==> src/hdl/rff_pkg.sv <==
// Shared types and constants for the command frame builder.
// Holds the request, result, configuration and queue entry types.
// No dependencies.
package rff_pkg;

  // Request and result payloads.
  typedef struct packed {
    logic       mode;
    logic [7:0] command;
    logic [7:0] payload_length;
    logic [7:0] payload_byte;
  } in_req_t;

  typedef struct packed {
    logic [7:0] frame_byte;
    logic       run_last;
    logic       frame_done;
    logic       no_open_frame;
  } out_res_t;

  // Request mode codes.
  localparam logic MODE_OPEN = 1'b0;
  localparam logic MODE_DATA = 1'b1;

  // Configuration register indexes.
  localparam int CFG_IW = 3;
  localparam logic [CFG_IW-1:0] CFG_START_BYTE  = 3'd0;
  localparam logic [CFG_IW-1:0] CFG_TYPE_FIRST  = 3'd1;
  localparam logic [CFG_IW-1:0] CFG_TYPE_SECOND = 3'd2;
  localparam logic [CFG_IW-1:0] CFG_TYPE_THIRD  = 3'd3;
  localparam logic [CFG_IW-1:0] CFG_END_BYTE    = 3'd4;

  typedef struct packed {
    logic [7:0] start_byte;
    logic [7:0] type_byte_first;
    logic [7:0] type_byte_second;
    logic [7:0] type_byte_third;
    logic [7:0] end_byte;
  } cfg_t;

  // Kinds of work the front hands to the back.
  typedef enum logic [1:0] {
    JOB_OPEN = 2'd0,
    JOB_DATA = 2'd1,
    JOB_ERR  = 2'd2
  } job_kind_t;

  typedef struct packed {
    job_kind_t  kind;
    logic [7:0] data;     // command for an open job, payload byte for a data job
    logic [7:0] length;
    logic       trailer;  // job closes the frame with check and end bytes
  } job_t;

  // Queue between front and back.
  localparam int QDEPTH = 4;
  localparam int QAW    = $clog2(QDEPTH);
  localparam int QCW    = $clog2(QDEPTH + 1);

  // Step numbering inside one job.
  localparam logic [3:0] HDR_STEPS   = 4'd7;
  localparam logic [3:0] DATA_STEPS  = 4'd1;
  localparam logic [3:0] STEP_SEQ    = 4'd4;
  localparam logic [3:0] STEP_CMD    = 4'd5;
  localparam logic [3:0] STEP_LEN    = 4'd6;
  localparam logic [7:0] SEQ_BYTE    = 8'h00;
  localparam logic [7:0] SUM_INIT    = 8'hFF;
  localparam logic [8:0] SUM_MOD     = 9'd255;

endpackage

==> src/hdl/rff_front.sv <==
// Front end of the frame builder: accepts requests and classifies them.
// Tracks the open frame and remaining payload count; uses rff_pkg.
module rff_front (
  input  logic             clk,
  input  logic             rst,
  input  logic             in_valid,
  output logic             in_stall,
  input  rff_pkg::in_req_t in_req,
  input  logic             q_full,
  output logic             push,
  output rff_pkg::job_t    job
);

  logic       frame_open;
  logic [7:0] remaining;
  logic       accept;
  logic       is_last_byte;

  assign in_stall     = q_full;
  assign accept       = in_valid && !q_full;
  assign push         = accept;
  assign is_last_byte = (remaining == 8'd1);

  // Classify the request into a job for the back end.
  always_comb begin
    job.data    = in_req.payload_byte;
    job.length  = in_req.payload_length;
    job.trailer = 1'b0;
    job.kind    = rff_pkg::JOB_ERR;
    if (in_req.mode == rff_pkg::MODE_OPEN) begin
      job.kind    = rff_pkg::JOB_OPEN;
      job.data    = in_req.command;
      job.trailer = (in_req.payload_length == 8'd0);
    end else if (frame_open) begin
      job.kind    = rff_pkg::JOB_DATA;
      job.trailer = is_last_byte;
    end
  end

  // Frame tracking; a data request with no open frame leaves it untouched.
  always_ff @(posedge clk) begin
    if (rst) begin
      frame_open <= 1'b0;
      remaining  <= 8'd0;
    end else if (accept) begin
      if (in_req.mode == rff_pkg::MODE_OPEN) begin
        frame_open <= (in_req.payload_length != 8'd0);
        remaining  <= in_req.payload_length;
      end else if (frame_open) begin
        remaining <= remaining - 8'd1;
        if (is_last_byte) begin
          frame_open <= 1'b0;
        end
      end
    end
  end

endmodule

==> src/hdl/rff_queue.sv <==
// Short job queue between the front and back ends of the frame builder.
// Register-based FIFO of rff_pkg::job_t entries.
module rff_queue (
  input  logic          clk,
  input  logic          rst,
  input  logic          push,
  input  rff_pkg::job_t push_job,
  input  logic          pop,
  output rff_pkg::job_t head,
  output logic          empty,
  output logic          full
);

  rff_pkg::job_t                 entries [rff_pkg::QDEPTH];
  logic [rff_pkg::QAW-1:0]       wr_ptr;
  logic [rff_pkg::QAW-1:0]       rd_ptr;
  logic [rff_pkg::QCW-1:0]       count;

  assign empty = (count == '0);
  assign full  = (count == rff_pkg::QCW'(rff_pkg::QDEPTH));
  assign head  = entries[rd_ptr];

  // Entry storage.
  always_ff @(posedge clk) begin
    if (push) begin
      entries[wr_ptr] <= push_job;
    end
  end

  // Pointers and fill count.
  always_ff @(posedge clk) begin
    if (rst) begin
      wr_ptr <= '0;
      rd_ptr <= '0;
      count  <= '0;
    end else begin
      if (push) begin
        wr_ptr <= wr_ptr + rff_pkg::QAW'(1);
      end
      if (pop) begin
        rd_ptr <= rd_ptr + rff_pkg::QAW'(1);
      end
      if (push && !pop) begin
        count <= count + rff_pkg::QCW'(1);
      end else if (pop && !push) begin
        count <= count - rff_pkg::QCW'(1);
      end
    end
  end

endmodule

==> src/hdl/rff_back.sv <==
// Back end of the frame builder: expands jobs into frame bytes.
// Keeps the Fletcher-16 sums and the output register; uses rff_pkg.
module rff_back (
  input  logic              clk,
  input  logic              rst,
  input  rff_pkg::cfg_t     cfg,
  input  rff_pkg::job_t     head,
  input  logic              empty,
  output logic              pop,
  output logic              out_valid,
  input  logic              out_stall,
  output rff_pkg::out_res_t out_res
);

  logic [3:0] step;
  logic [7:0] sum_a;
  logic [7:0] sum_b;

  logic [3:0] base;
  logic       in_trailer;
  logic [3:0] tpos;
  logic [7:0] byte_sel;
  logic       summed;
  logic       last;
  logic       out_ready;
  logic       adv;
  logic [7:0] a_base;
  logic [7:0] b_base;
  logic [8:0] a_sum;
  logic [7:0] a_next;
  logic [8:0] b_sum;
  logic [7:0] b_next;

  assign out_ready = !out_valid || !out_stall;
  assign adv       = !empty && out_ready;
  assign pop       = adv && last;

  // Position of the current step within the job.
  always_comb begin
    base       = (head.kind == rff_pkg::JOB_OPEN) ? rff_pkg::HDR_STEPS : rff_pkg::DATA_STEPS;
    in_trailer = head.trailer && (step >= base);
    tpos       = step - base;
  end

  // Byte selection for the current step.
  always_comb begin
    byte_sel = 8'd0;
    summed   = 1'b0;
    last     = 1'b0;
    if (head.kind == rff_pkg::JOB_ERR) begin
      last = 1'b1;
    end else if (in_trailer) begin
      last = (tpos == 4'd2);
      unique case (tpos[1:0])
        2'd0:    byte_sel = sum_a;
        2'd1:    byte_sel = sum_b;
        default: byte_sel = cfg.end_byte;
      endcase
    end else begin
      summed = 1'b1;
      last   = !head.trailer && (step == base - 4'd1);
      if (head.kind == rff_pkg::JOB_OPEN) begin
        unique case (step)
          4'd0:              byte_sel = cfg.start_byte;
          4'd1:              byte_sel = cfg.type_byte_first;
          4'd2:              byte_sel = cfg.type_byte_second;
          4'd3:              byte_sel = cfg.type_byte_third;
          rff_pkg::STEP_SEQ: byte_sel = rff_pkg::SEQ_BYTE;
          rff_pkg::STEP_CMD: byte_sel = head.data;
          rff_pkg::STEP_LEN: byte_sel = head.length;
          default:           byte_sel = 8'd0;
        endcase
      end else begin
        byte_sel = head.data;
      end
    end
  end

  // Fletcher sums with end-around carry; an open job restarts them.
  always_comb begin
    if (head.kind == rff_pkg::JOB_OPEN && step == 4'd0) begin
      a_base = rff_pkg::SUM_INIT;
      b_base = rff_pkg::SUM_INIT;
    end else begin
      a_base = sum_a;
      b_base = sum_b;
    end
    a_sum  = {1'b0, a_base} + {1'b0, byte_sel};
    a_next = (a_sum > rff_pkg::SUM_MOD) ? 8'(a_sum - rff_pkg::SUM_MOD) : a_sum[7:0];
    b_sum  = {1'b0, b_base} + {1'b0, a_next};
    b_next = (b_sum > rff_pkg::SUM_MOD) ? 8'(b_sum - rff_pkg::SUM_MOD) : b_sum[7:0];
  end

  // Step counter and sum registers.
  always_ff @(posedge clk) begin
    if (rst) begin
      step  <= 4'd0;
      sum_a <= rff_pkg::SUM_INIT;
      sum_b <= rff_pkg::SUM_INIT;
    end else if (adv) begin
      step <= last ? 4'd0 : step + 4'd1;
      if (summed) begin
        sum_a <= a_next;
        sum_b <= b_next;
      end
    end
  end

  // Output register.
  always_ff @(posedge clk) begin
    if (rst) begin
      out_valid <= 1'b0;
    end else if (out_ready) begin
      out_valid <= !empty;
    end
  end

  always_ff @(posedge clk) begin
    if (adv) begin
      out_res.frame_byte    <= byte_sel;
      out_res.run_last      <= last;
      out_res.frame_done    <= in_trailer && (tpos == 4'd2);
      out_res.no_open_frame <= (head.kind == rff_pkg::JOB_ERR);
    end
  end

  // Checks on the sequencer and sums.
  a_step_range: assert property (@(posedge clk) disable iff (rst) step <= 4'd9)
    else $error("step counter out of range");
  a_sum_nonzero: assert property (@(posedge clk) disable iff (rst)
    sum_a != 8'd0 && sum_b != 8'd0)
    else $error("Fletcher sum left its range");
  a_done_last: assert property (@(posedge clk) disable iff (rst)
    out_valid && out_res.frame_done |-> out_res.run_last)
    else $error("end marker is not the last byte of its request");
  a_err_result: assert property (@(posedge clk) disable iff (rst)
    out_valid && out_res.no_open_frame |-> out_res.run_last && out_res.frame_byte == 8'd0)
    else $error("bad no-open-frame result");

endmodule

==> src/hdl/request_framer_fletcher16.sv <==
// Top level of the command frame builder with Fletcher-16 check bytes.
// Holds the configuration registers; instantiates rff_front, rff_queue, rff_back.
//
//   Port group   Direction  Handshake           Payload
//   in_*         receive    in_valid/in_stall   rff_pkg::in_req_t
//   out_*        send       out_valid/out_stall rff_pkg::out_res_t
//   cfg_*        receive    cfg_en              cfg_index, cfg_data
//
// An open request yields 7 bytes, or 10 when its length is zero; a data
// request yields 1 byte, or 4 when it is the last of its frame.
// Requests are taken one per cycle until the 4-entry job queue fills.
// The back end sends one byte per cycle, unless out_stall holds it, through its
// single output register, so throughput is set by the result bytes per request.
// Reset is synchronous; configuration registers return to their defaults.
// Output stalls fill the queue, after which in_stall rises.
module request_framer_fletcher16 (
  input  logic                     clk,
  input  logic                     rst,
  input  logic                     in_valid,
  output logic                     in_stall,
  input  rff_pkg::in_req_t         in_req,
  output logic                     out_valid,
  input  logic                     out_stall,
  output rff_pkg::out_res_t        out_res,
  input  logic                     cfg_en,
  input  logic [rff_pkg::CFG_IW-1:0] cfg_index,
  input  logic [7:0]               cfg_data
);

  rff_pkg::cfg_t cfg;
  rff_pkg::job_t push_job;
  rff_pkg::job_t head;
  logic          push;
  logic          pop;
  logic          q_empty;
  logic          q_full;

  // Configuration registers.
  always_ff @(posedge clk) begin
    if (rst) begin
      cfg.start_byte       <= 8'h02;
      cfg.type_byte_first  <= 8'h54;
      cfg.type_byte_second <= 8'h53;
      cfg.type_byte_third  <= 8'h58;
      cfg.end_byte         <= 8'h03;
    end else if (cfg_en) begin
      unique case (cfg_index)
        rff_pkg::CFG_START_BYTE:  cfg.start_byte       <= cfg_data;
        rff_pkg::CFG_TYPE_FIRST:  cfg.type_byte_first  <= cfg_data;
        rff_pkg::CFG_TYPE_SECOND: cfg.type_byte_second <= cfg_data;
        rff_pkg::CFG_TYPE_THIRD:  cfg.type_byte_third  <= cfg_data;
        rff_pkg::CFG_END_BYTE:    cfg.end_byte         <= cfg_data;
        default: ;
      endcase
    end
  end

  rff_front u_front (
    .clk      (clk),
    .rst      (rst),
    .in_valid (in_valid),
    .in_stall (in_stall),
    .in_req   (in_req),
    .q_full   (q_full),
    .push     (push),
    .job      (push_job)
  );

  rff_queue u_queue (
    .clk      (clk),
    .rst      (rst),
    .push     (push),
    .push_job (push_job),
    .pop      (pop),
    .head     (head),
    .empty    (q_empty),
    .full     (q_full)
  );

  rff_back u_back (
    .clk       (clk),
    .rst       (rst),
    .cfg       (cfg),
    .head      (head),
    .empty     (q_empty),
    .pop       (pop),
    .out_valid (out_valid),
    .out_stall (out_stall),
    .out_res   (out_res)
  );

endmodule
==> config.mk <==
export PLATFORM = sky130hd
export DESIGN_NAME = request_framer_fletcher16
export DESIGN_NICKNAME = d
export VERILOG_FILES = /design/src/hdl/rff_pkg.sv /design/src/hdl/rff_front.sv /design/src/hdl/rff_queue.sv /design/src/hdl/rff_back.sv /design/src/hdl/request_framer_fletcher16.sv
export SDC_FILE = /design/constraint.sdc
export NUM_CORES = 1
export LEC_CHECK = 0
export ABC_AREA = 1
export BUFFER_PORTS_ARGS = -buffer_cell sky130_fd_sc_hd__buf_2
export CAP_MARGIN = 20
export CORE_UTILIZATION = 55
export DETAILED_ROUTE_END_ITERATION = 7
export PLACE_DENSITY_LB_ADDON = 0.1
export SLEW_MARGIN = 20
export SYNTH_ARGS = -nofsm -noshare
export SYNTH_HDL_FRONTEND = slang
export SYNTH_SLANG_ARGS = --single-unit
==> constraint.sdc <==
create_clock -name clk -period 7.51 [get_ports clk]
set_input_delay 0.751 -clock clk [delete_from_list [all_inputs] [get_ports clk]]
set_output_delay 0.751 -clock clk [all_outputs]
set_load 0.01 [all_outputs]
==> results_dict.tcl, run 1 <==
set metrics [dict create \
    worst_r2r_path_depth 41 \
    routedWlPerCell_um 15.33 \
    rsz0062_at_grt "false" \
    critical_path_buf_inv_count 7 \
    area_growth_syn_to_layout_pct 11.71 \
    fp.dieArea_sq_um 16860 \
    min_period_over_period_pct 88.92 \
    globalRouteOverflowTotal 0 \
    cpMostUsedCell "nand2_1" \
    report.final.slew_viol_count 0 \
    cts.clk_slew.worst_paths_ns 0.06 \
    htree_num_levels 4 \
    coreArea_sq_um 15940 \
    totalNegativeSetupSlack_ns 0 \
    critPathKind "flop to flop" \
    port_buffers 53 \
    initial_utilization_pct 56.37 \
    run_status "finished clean" \
    max_cap_viol_count 0 \
    grt_pass1_vias 6650 \
    critical_path_required_ns 7.83 \
    num-nets-final 1244 \
    cts-root-to-sink-buffers 2 \
    yosys.area.top_type "edfxtp_1" \
    cp-end-kind "flop" \
    final_antenna_net_count 0 \
    floorplan.io_pins 54 \
    yosys_warnings 0 \
    yosys-top-cells-area "edfxtp_1 (29%), dfxtp_1 (18%), nand2_1 (10%)" \
    wirelength_um 21360 \
    gr-usage-all-layers_pct 26.61 \
    die_width_um 129.8 \
    synthesis.instances 1117 \
    grt_max_degree 53 \
    dp_hpwl_um 15420 \
    syn-cell-area_sq_um 8987 \
    tritoncts_clock_tree "done" \
    clock_insertion_delay_at_the_later_pin_of_the_skew_report_ns 0.44 \
    critical-path-top-delay-family "adder cells" \
    setup-violations-final 0 \
    sequential_area_share_after_synthesis_pct 46.67 \
    numCtsBuffers 17 \
    cts_root_buf "clkbuf_16" \
    number_of_drc_violations_after_detailed_routing_iteration_0 618 \
    cts_hold_repair.buffers 0 \
    hold_depth 2 \
    synth.lib_cells_used.distinct 49 \
    worst_path_largest_cell_delay_ns 0.58 \
    antenna_found_initial 0 \
    postSynth.asyncResetShare_pct 0 \
    rows 46 \
    max-slew-margin-rel_pct 36.63 \
    max_slew.worst_pin.slew_ns 0.9432 \
    postSynthRegisterBits 166 \
    max_freq_ghz 0.1498 \
    final_cell_mix "nand2_1 (241), nor2_1 (130), inv_1 (109)" \
    end_of_flow_core_utilization_pct 62.97 \
    drive_gt1_share_pct 13.08 \
    syn-mean-instance-area_sq_um 8.046 \
    worstPathArrival_ns 7.00 \
    hp-class "flop to flop" \
    mostFrequentLayoutCell "nand2_1" \
    route.vias.total 7481 \
    drcViolationCount 0 \
    globalplace.congestion 0.9072 \
    firstDrtPassIters 5 \
    grt_pass1_wl_um 33980 \
    worst_clock_skew_ns 0.01158 \
    crit_cells 41 \
    mappedNetlistNets 1197 \
    clock_sinks 166 \
    hold_violations 0 \
    ys_dominant_reg_cell "edfxtp_1" \
    synth-edff-count 87 \
    cp-start-kind "flop" \
    insertedDiodeCount 0 \
    fp.dieH_um 129.8 \
    min_tclk_post_route_ns 6.678 \
    timing.critical_path.fanout_max 15 \
    synth_top_area_share_pct 29.07 \
    detail_route.vias_per_cell 5.370 \
    critPathSlowestCell "dfxtp_1" \
]
==> state kept, by name, indices dropped and copies added, names as in the netlist, named ones only <==
name                flops
cfg                    40
u_back.out_res         11
u_back.out_valid        1
u_back.step             4
u_back.sum_a            8
u_back.sum_b            8
u_front.frame_open      1
u_front.remaining       8
u_queue.count           3
u_queue.entries        76
u_queue.rd_ptr          2
u_queue.wr_ptr          2
==> worst register-to-register path: cells and delay by family, from the launching register on <==
kind	cells	cell delay, ns
DFF	1	0.58
adders and majority gates	8	2.57
AOI/OAI and AO/OA	3	0.68
buffers and inverters	7	0.47
and+or+nand+nor	23	2.26
==> cells by family after synthesis <==
logic type | share of synthesized area (%)
AOI/OAI and AO/OA | 12.63
xor gates and xnor gates | 1.350
adders and majority gates | 5.764
buffers and inverters | 7.030
DFF | 46.67
and+or+nand+nor | 26.56
==> layer usage <==
| layer | track usage (%) | up-vias | share of wire [%] | wire length (um) |
|---|---|---|---|---|
| li1 | - | 3824 | - | - |
| met1 | 37.59 | 3403 | 48 | 10260 |
| met2 | 41.11 | 231 | 45 | 9591 |
| met3 | 5.412 | 23 | 5.6 | 1197 |
| met4 | 8.345 | 0 | 1.5 | 310 |
| met5 | 0 | - | 0 | 0 |
==> through the flow <==
step / hold slack [ns] / cells / area (sq um) / setup WS, ns
finish: 0.4517 / 1393 / 10040 / 0.8325
global placement: 0.4346 / 1361 / 9439 / 0.9905
CTS: 0.4511 / 1393 / 10030 / 0.7751
floorplan: 0.4245 / 1117 / 8987 / 1.656
detailed placement: 0.4415 / 1361 / 9439 / 0.7772
global route: 0.4849 / 1393 / 10040 / 0.1280
==> synthesized netlist by cell type, types with 2 or more instances <==
cell / number
nand4_1: 11
a21oi_1: 71
nor2_4: 4
nand2_4: 5
nor2_1: 130
nor3_1: 5
nand3_2: 2
clkinv_1: 2
a211oi_1: 2
o22ai_1: 16
nand3_4: 2
o21ai_0: 100
and3_1: 2
nand3b_1: 2
nor2_2: 4
clkbuf_1: 22
xnor2_1: 5
buf_2: 10
a21oi_4: 2
and2_1: 3
inv_1: 109
xor2_1: 7
buf_6: 2
buf_4: 2
fa_1: 4
nand2_2: 19
nor4_1: 3
nand2_1: 241
nand3_1: 96
dfxtp_1: 79
edfxtp_1: 87
a221oi_1: 7
inv_2: 11
ha_1: 35
==> worst paths after layout <==
path                               from         endpoint  slack [ns]
worst min-delay path            cfg[13]          cfg[13]        0.45
worst min register to register  cfg[13]          cfg[13]        0.45
worst max-delay path               flop  u_back.sum_b[2]        0.83
worst max register to register     flop  u_back.sum_b[2]        0.83
==> final cells by class <==
cell class                 count  area [sq um]
multi-input combinational    792          4169
inverter                     122         457.9
sequential                   166          4194
fill                        1435          5903
timing repair buffer          65         355.3
clock buffer                  17         425.4
clock inverter                15         167.7
tap                          216         270.3
==> what timing repair did <==
item,CTS,global route
endpoints found under the hold margin,0,0
setup buffers,0,0
gates resized for setup,0,1
endpoints found under the setup margin,0,1
Power of run 1 is not shown: default switching activity piles up to over one toggle a cycle in this logic, so the estimate is an artifact.
==> run 2, diff against run 1 <==
CORE_ASPECT_RATIO = 1.4   (was default)
GPL_TIMING_DRIVEN = 0   (was default)
==> run 2 against run 1 <==
Compared with the run above: register-to-register slack got worse by 0.16 ns; global-route usage increased by 1.8 points; wire length increased by 5.4%; critical path depth unchanged; non-clock buffer count increased by 28; clock skew decreased by 0.0014 ns; worst setup slack got worse by 0.16 ns; largest cell class unchanged.
==> results_dict.tcl, run 2 (same netlist as run 1, synthesis figures left out) <==
set metrics [dict create \
    final_cell_mix "nand2_1 (241), nor2_1 (126), inv_1 (109)" \
    grt_pass1_vias 7329 \
    hp-class "flop to flop" \
    globalplace.congestion 0.8659 \
    cts.clk_slew.worst_paths_ns 0.06 \
    worstPathArrival_ns 7.16 \
    wirelength_um 22510 \
    fp.dieH_um 153.3 \
    coreArea_sq_um 15810 \
    initial_utilization_pct 56.85 \
    mostFrequentLayoutCell "nand2_1" \
    hold_path_end "cfg[9]" \
    cts_hold_repair.buffers 0 \
    route.vias.total 7647 \
    area_growth_syn_to_layout_pct 12.82 \
    gr-usage-all-layers_pct 28.39 \
    fp.dieArea_sq_um 16860 \
    tritoncts_clock_tree "done" \
    number_of_drc_violations_after_detailed_routing_iteration_0 495 \
    report.final.slew_viol_count 0 \
    timing.hold.ws_ns 0.4481 \
    cpMostUsedCell "nand2_1" \
    cp-start-kind "flop" \
    dp_hpwl_um 17140 \
    clock_insertion_delay_at_the_later_pin_of_the_skew_report_ns 0.43 \
    max-slew-margin-rel_pct 38.43 \
    largest_registers "u_queue.entries x76, cfg x40, u_back.out_res x11" \
    max_slew.worst_pin.slew_ns 0.9165 \
    routedWlPerCell_um 16.06 \
    hold_violations 0 \
    min_tclk_post_route_ns 6.839 \
    largest_reg_flops 76 \
    cts-root-to-sink-buffers 2 \
    htree_num_levels 4 \
    post_cts.repair.setup_buffers 0 \
    worstHoldStart "cfg[9]" \
    detail_route.vias_per_cell 5.458 \
    regMostFlops "u_queue.entries" \
    globalRouteOverflowTotal 0 \
    clock_sinks 166 \
    numCtsBuffers 17 \
    insertedDiodeCount 0 \
    totalNegativeSetupSlack_ns 0 \
    final_antenna_net_count 0 \
    cp-end-kind "flop" \
    grt_max_degree 18 \
    layout.filler_cells 1452 \
    worst_clock_skew_ns 0.01017 \
    end_of_flow_core_utilization_pct 64.13 \
    worst_r2r_path_depth 41 \
    run_status "finished clean" \
    firstDrtPassIters 5 \
    die_width_um 110.0 \
    grt_pass1_wl_um 35910 \
    critPathSlowestCell "fa_1" \
    drive_gt1_share_pct 13.53 \
    r2r_slack_ns 0.67 \
    floorplan.io_pins 54 \
    timing.rr.end "u_back.sum_b[0]" \
    antenna_found_initial 0 \
    timing.critical_path.fanout_max 10 \
    port_buffers 52 \
    worst_path_largest_cell_delay_ns 0.53 \
    hold_depth 2 \
    rsz0062_at_grt "false" \
    setup-violations-final 0 \
    cts_root_buf "clkbuf_16" \
    critical_path_required_ns 7.83 \
    num-nets-final 1272 \
    max_freq_ghz 0.1462 \
    drcViolationCount 0 \
    rows 54 \
    post_cts_resized 0 \
    critPathKind "flop to flop" \
    min_period_over_period_pct 91.06 \
    max_cap_viol_count 0 \
]
-- run 2: changes by cell type in the layout (fill, tap and decap cells not counted), sizes merged --
| cell | before | now |
|---|---|---|
| clkinvlp | 2 | 4 |
| clkbuf | 17 | 40 |
| buf | 65 | 71 |
| clkinv | 6 | 3 |
-- run 2: per-layer routing --
layer | track usage [%] | share of wire (%)
met1 | 31.50 | 40
met2 | 52.83 | 55
met3 | 4.136 | 3.1
met5 | 0 | 0
met4 | 11.11 | 2.5
-- run 2: worst max-delay path by stage --
stage / start / endpoint
finish: flop / u_back.sum_b[0]
global placement: flop / u_back.sum_b[0]
global route: flop / u_back.sum_b[0]
floorplan: flop / u_back.sum_b[0]
CTS: flop / u_back.sum_b[0]
detailed placement: flop / u_back.sum_b[0]
-- run 2: worst max-delay path, delay by kind of cell, from the launching register on --
kind | cells | cell delay (ns)
buffers and inverters | 9 | 0.96
AND/OR/NAND/NOR | 22 | 2.50
flip-flops | 1 | 0.40
AO/OA/AOI/OAI | 3 | 0.61
adder cells (fa/ha/maj) | 7 | 2.26
-- run 2: per-stage QoR --
step           cell area (sq um)  setup slack [ns]  instances
2_1_floorplan               8987             1.656       1117
3_3_place_gp                9493            0.7927       1365
3_5_place_dp                9548            0.7210       1369
4_1_cts                    10140            0.6863       1401
5_1_grt                    10140           0.07091       1401
6_report                   10140            0.6714       1401
-- run 2: cell type report --
class	instances	area, sq um	area share (%)
sequential	166	4194	41.36
timing repair buffer	56	305.3	3.011
clock buffer	18	429.2	4.232
buffer	37	173.9	1.715
multi-input combinational	792	4172	41.14
inverter	122	457.9	4.516
clock inverter	14	162.7	1.604
tap	196	245.2	2.419
Power of run 2 is left out for the same reason.
==> run 3, diff against run 2 <==
ABC_AREA = default   (was 1)
CTS_BUF_LIST = sky130_fd_sc_hd__clkbuf_8   (was default)
==> run 3 against run 2 <==
Compared with the run above: final cell count down 20%; non-clock buffer count up 18; sequential share of layout area up 0.49 points; flip-flop and latch count unchanged; critical path depth down 11; hold slack better by 0.017 ns; synthesized area down 3.8%; global-route usage down 0.62 points; highest routed layer unchanged; synthesized cell count down 26%; core utilization up 1.9 points; first-iteration DRC count down 0.20%.
==> results_dict.tcl, run 3 <==
set metrics [dict create \
    yosys_warnings 0 \
    totalNegativeSetupSlack_ns 0 \
    mostFrequentLayoutCell "nand2_1" \
    largest_registers "u_queue.entries x76, cfg x40, u_back.out_res x11" \
    final_antenna_net_count 0 \
    sequential_cell_area_sq_um 4195 \
    post-place-ws_ns -0.8872 \
    min_period_over_period_pct 96.68 \
    antenna_found_initial 0 \
    wl_met3_um 702 \
    multi_input_comb_area_sq_um 4442 \
    worst_path_largest_cell_delay_ns 0.53 \
    critical_path_required_ns 7.89 \
    syn-mean-instance-area_sq_um 10.41 \
    area_growth_syn_to_layout_pct 15.98 \
    max_freq_ghz 0.1377 \
    yosys-top-cells-area "edfxtp_1 (30%), dfxtp_1 (18%), ha_1 (5.1%)" \
    globalplace.congestion 0.8946 \
    postSynthRegisterBits 166 \
    fp.dieArea_sq_um 16230 \
    cpMostUsedCell "ha_4" \
    timing.critical_path.fanout_max 9 \
    fp.dieH_um 150.3 \
    cp-start-kind "flop" \
    worstPathArrival_ns 7.64 \
    cts-root-to-sink-buffers 2 \
    synthesis.instances 830 \
    hold_violations 0 \
    drive_gt1_share_pct 21.82 \
    insertedDiodeCount 0 \
    min_tclk_post_route_ns 7.261 \
    gr-usage-all-layers_pct 27.78 \
    met2WireLength_um 12000 \
    clock_insertion_delay_at_the_later_pin_of_the_skew_report_ns 0.47 \
    run_status "finished clean" \
    worst_clock_skew_ns 0.02320 \
    drcViolationCount 0 \
    cts_root_buf "clkbuf_8" \
    clock_sinks 166 \
    max_slew.worst_pin.slew_ns 1.013 \
    coreArea_sq_um 15190 \
    critPathKind "flop to flop" \
    postSynth.asyncResetShare_pct 0 \
    grt_pass1_vias 6718 \
    num-nets-final 1002 \
    hp-class "flop to flop" \
    ys_dominant_reg_cell "edfxtp_1" \
    grt_pass1_wl_um 33890 \
    mappedNetlistNets 910 \
    max_cap_viol_count 0 \
    die_width_um 107.9 \
    synth-edff-count 87 \
    synth.lib_cells_used.distinct 68 \
    firstDrtPassIters 5 \
    sequential_area_share_after_synthesis_pct 48.53 \
    setup-violations-final 0 \
    syn-cell-area_sq_um 8642 \
    initial_utilization_pct 56.91 \
    routed.top_layer "met4" \
    routedWlPerCell_um 19.38 \
    worst_slack_ns 0.2494 \
    regMostFlops "u_queue.entries" \
    ys_top_cells_by_count "nand2_1 (95), edfxtp_1 (87), dfxtp_1 (79)" \
    cp-end-kind "flop" \
    report.final.slew_viol_count 0 \
    met1_length_um 8273 \
    cts.clk_slew.worst_paths_ns 0.09 \
    floorplan.io_pins 54 \
    critPathSlowestCell "mux4_2" \
    placed_cells 1074 \
    port_buffers 52 \
    final_cell_mix "nand2_1 (95), edfxtp_1 (87), dfxtp_1 (78)" \
    yosys.area.top_type "edfxtp_1" \
    htree_num_levels 4 \
    detail_route.vias_per_cell 5.995 \
    grt_max_degree 20 \
    synth_top_area_share_pct 30.23 \
    final-instance-count-excl-fill 1127 \
    synth.most_common_cell "nand2_1" \
    numCtsBuffers 17 \
    dp_hpwl_um 15960 \
    max-slew-margin-rel_pct 32.46 \
    number_of_drc_violations_after_detailed_routing_iteration_0 494 \
    wirelength_um 21840 \
    globalRouteOverflowTotal 0 \
    rows 53 \
    tritoncts_clock_tree "done" \
    layout.filler_cells 1168 \
    route.vias.total 6756 \
    largest_reg_flops 76 \
]
## run 3: cell types whose count changed after synthesis, moves of 19 or more
cell	previous run	this run
nand2_1	241	95
inv_1	109	34
nand3_1	96	22
o21ai_0	100	30
nor2_1	130	64
a22oi_1	0	27
mux2i_1	0	21
mux4_2	0	19
nand2_2	19	0
## run 3: worst paths after layout
| check | start | end | slack, ns | depth (start not counted) |
|---|---|---|---|---|
| setup / recovery | flop | u_back.sum_b[3] | 0.25 | 30 |
| hold reg to reg | cfg[39] | cfg[39] | 0.47 | 2 |
| setup reg to reg | flop | u_back.sum_b[3] | 0.25 | 30 |
| hold / removal | cfg[39] | cfg[39] | 0.47 | 2 |
## run 3: metal layers
layer / up-vias / global-route usage (%)
met5: - / 0
met4: 0 / 13.49
met3: 44 / 4.199
met2: 191 / 51.97
met1: 3288 / 30.04
li1: 3233 / -
## run 3: through the flow
stage | hold WS, ns | area [sq um] | utilization [%]
2_1_floorplan | 0.4332 | 8642 | -
3_5_place_dp | 0.4529 | 9143 | 60.20
5_1_grt | 0.4828 | 10020 | 66.00
4_1_cts | 0.4665 | 9792 | 64.48
6_report | 0.4651 | 10020 | 66.00
3_3_place_gp | 0.4427 | 9143 | 60.20
## run 3: critical path, delay by kind of cell, from the launching register on
| kind | cells | cell delay [ns] |
|---|---|---|
| muxes | 2 | 0.89 |
| adders and majority gates | 5 | 1.15 |
| AOI/OAI and AO/OA | 10 | 2.31 |
| buffers and inverters | 4 | 0.47 |
| and+or+nand+nor | 9 | 1.97 |
| DFF | 1 | 0.35 |
## run 3: what timing repair did
action,in CTS,in global routing
pin swaps,5,22
endpoints found under the setup margin,8,8
resized for setup,27,26
hold buffers,0,0
setup buffers,8,13
## run 3: cell type report
type | instances | share of cell area, %
plain buffers | 37 | 1.798
clock buffers | 17 | 2.334
clock inverters | 15 | 1.735
inverters | 35 | 1.311
multi-input cells | 591 | 44.31
flip-flops and latches | 166 | 41.85
well taps | 192 | 2.397
repair buffers | 74 | 4.257
## run 3: cells by family (layout without fill, tap and decap cells)
logic type / count (synthesis) / after routing / share of synthesized area, %
XOR/XNOR: 17 / 17 / 1.723
buffers and inverters: 73 / 178 / 3.504
flip-flops: 166 / 166 / 48.53
multiplexers: 51 / 51 / 8.817
AO/OA/AOI/OAI: 198 / 198 / 15.09
AND/OR/NAND/NOR: 286 / 286 / 16.35
adder cells (fa/ha/maj): 39 / 39 / 5.994
Power of run 3 is left out for the same reason.
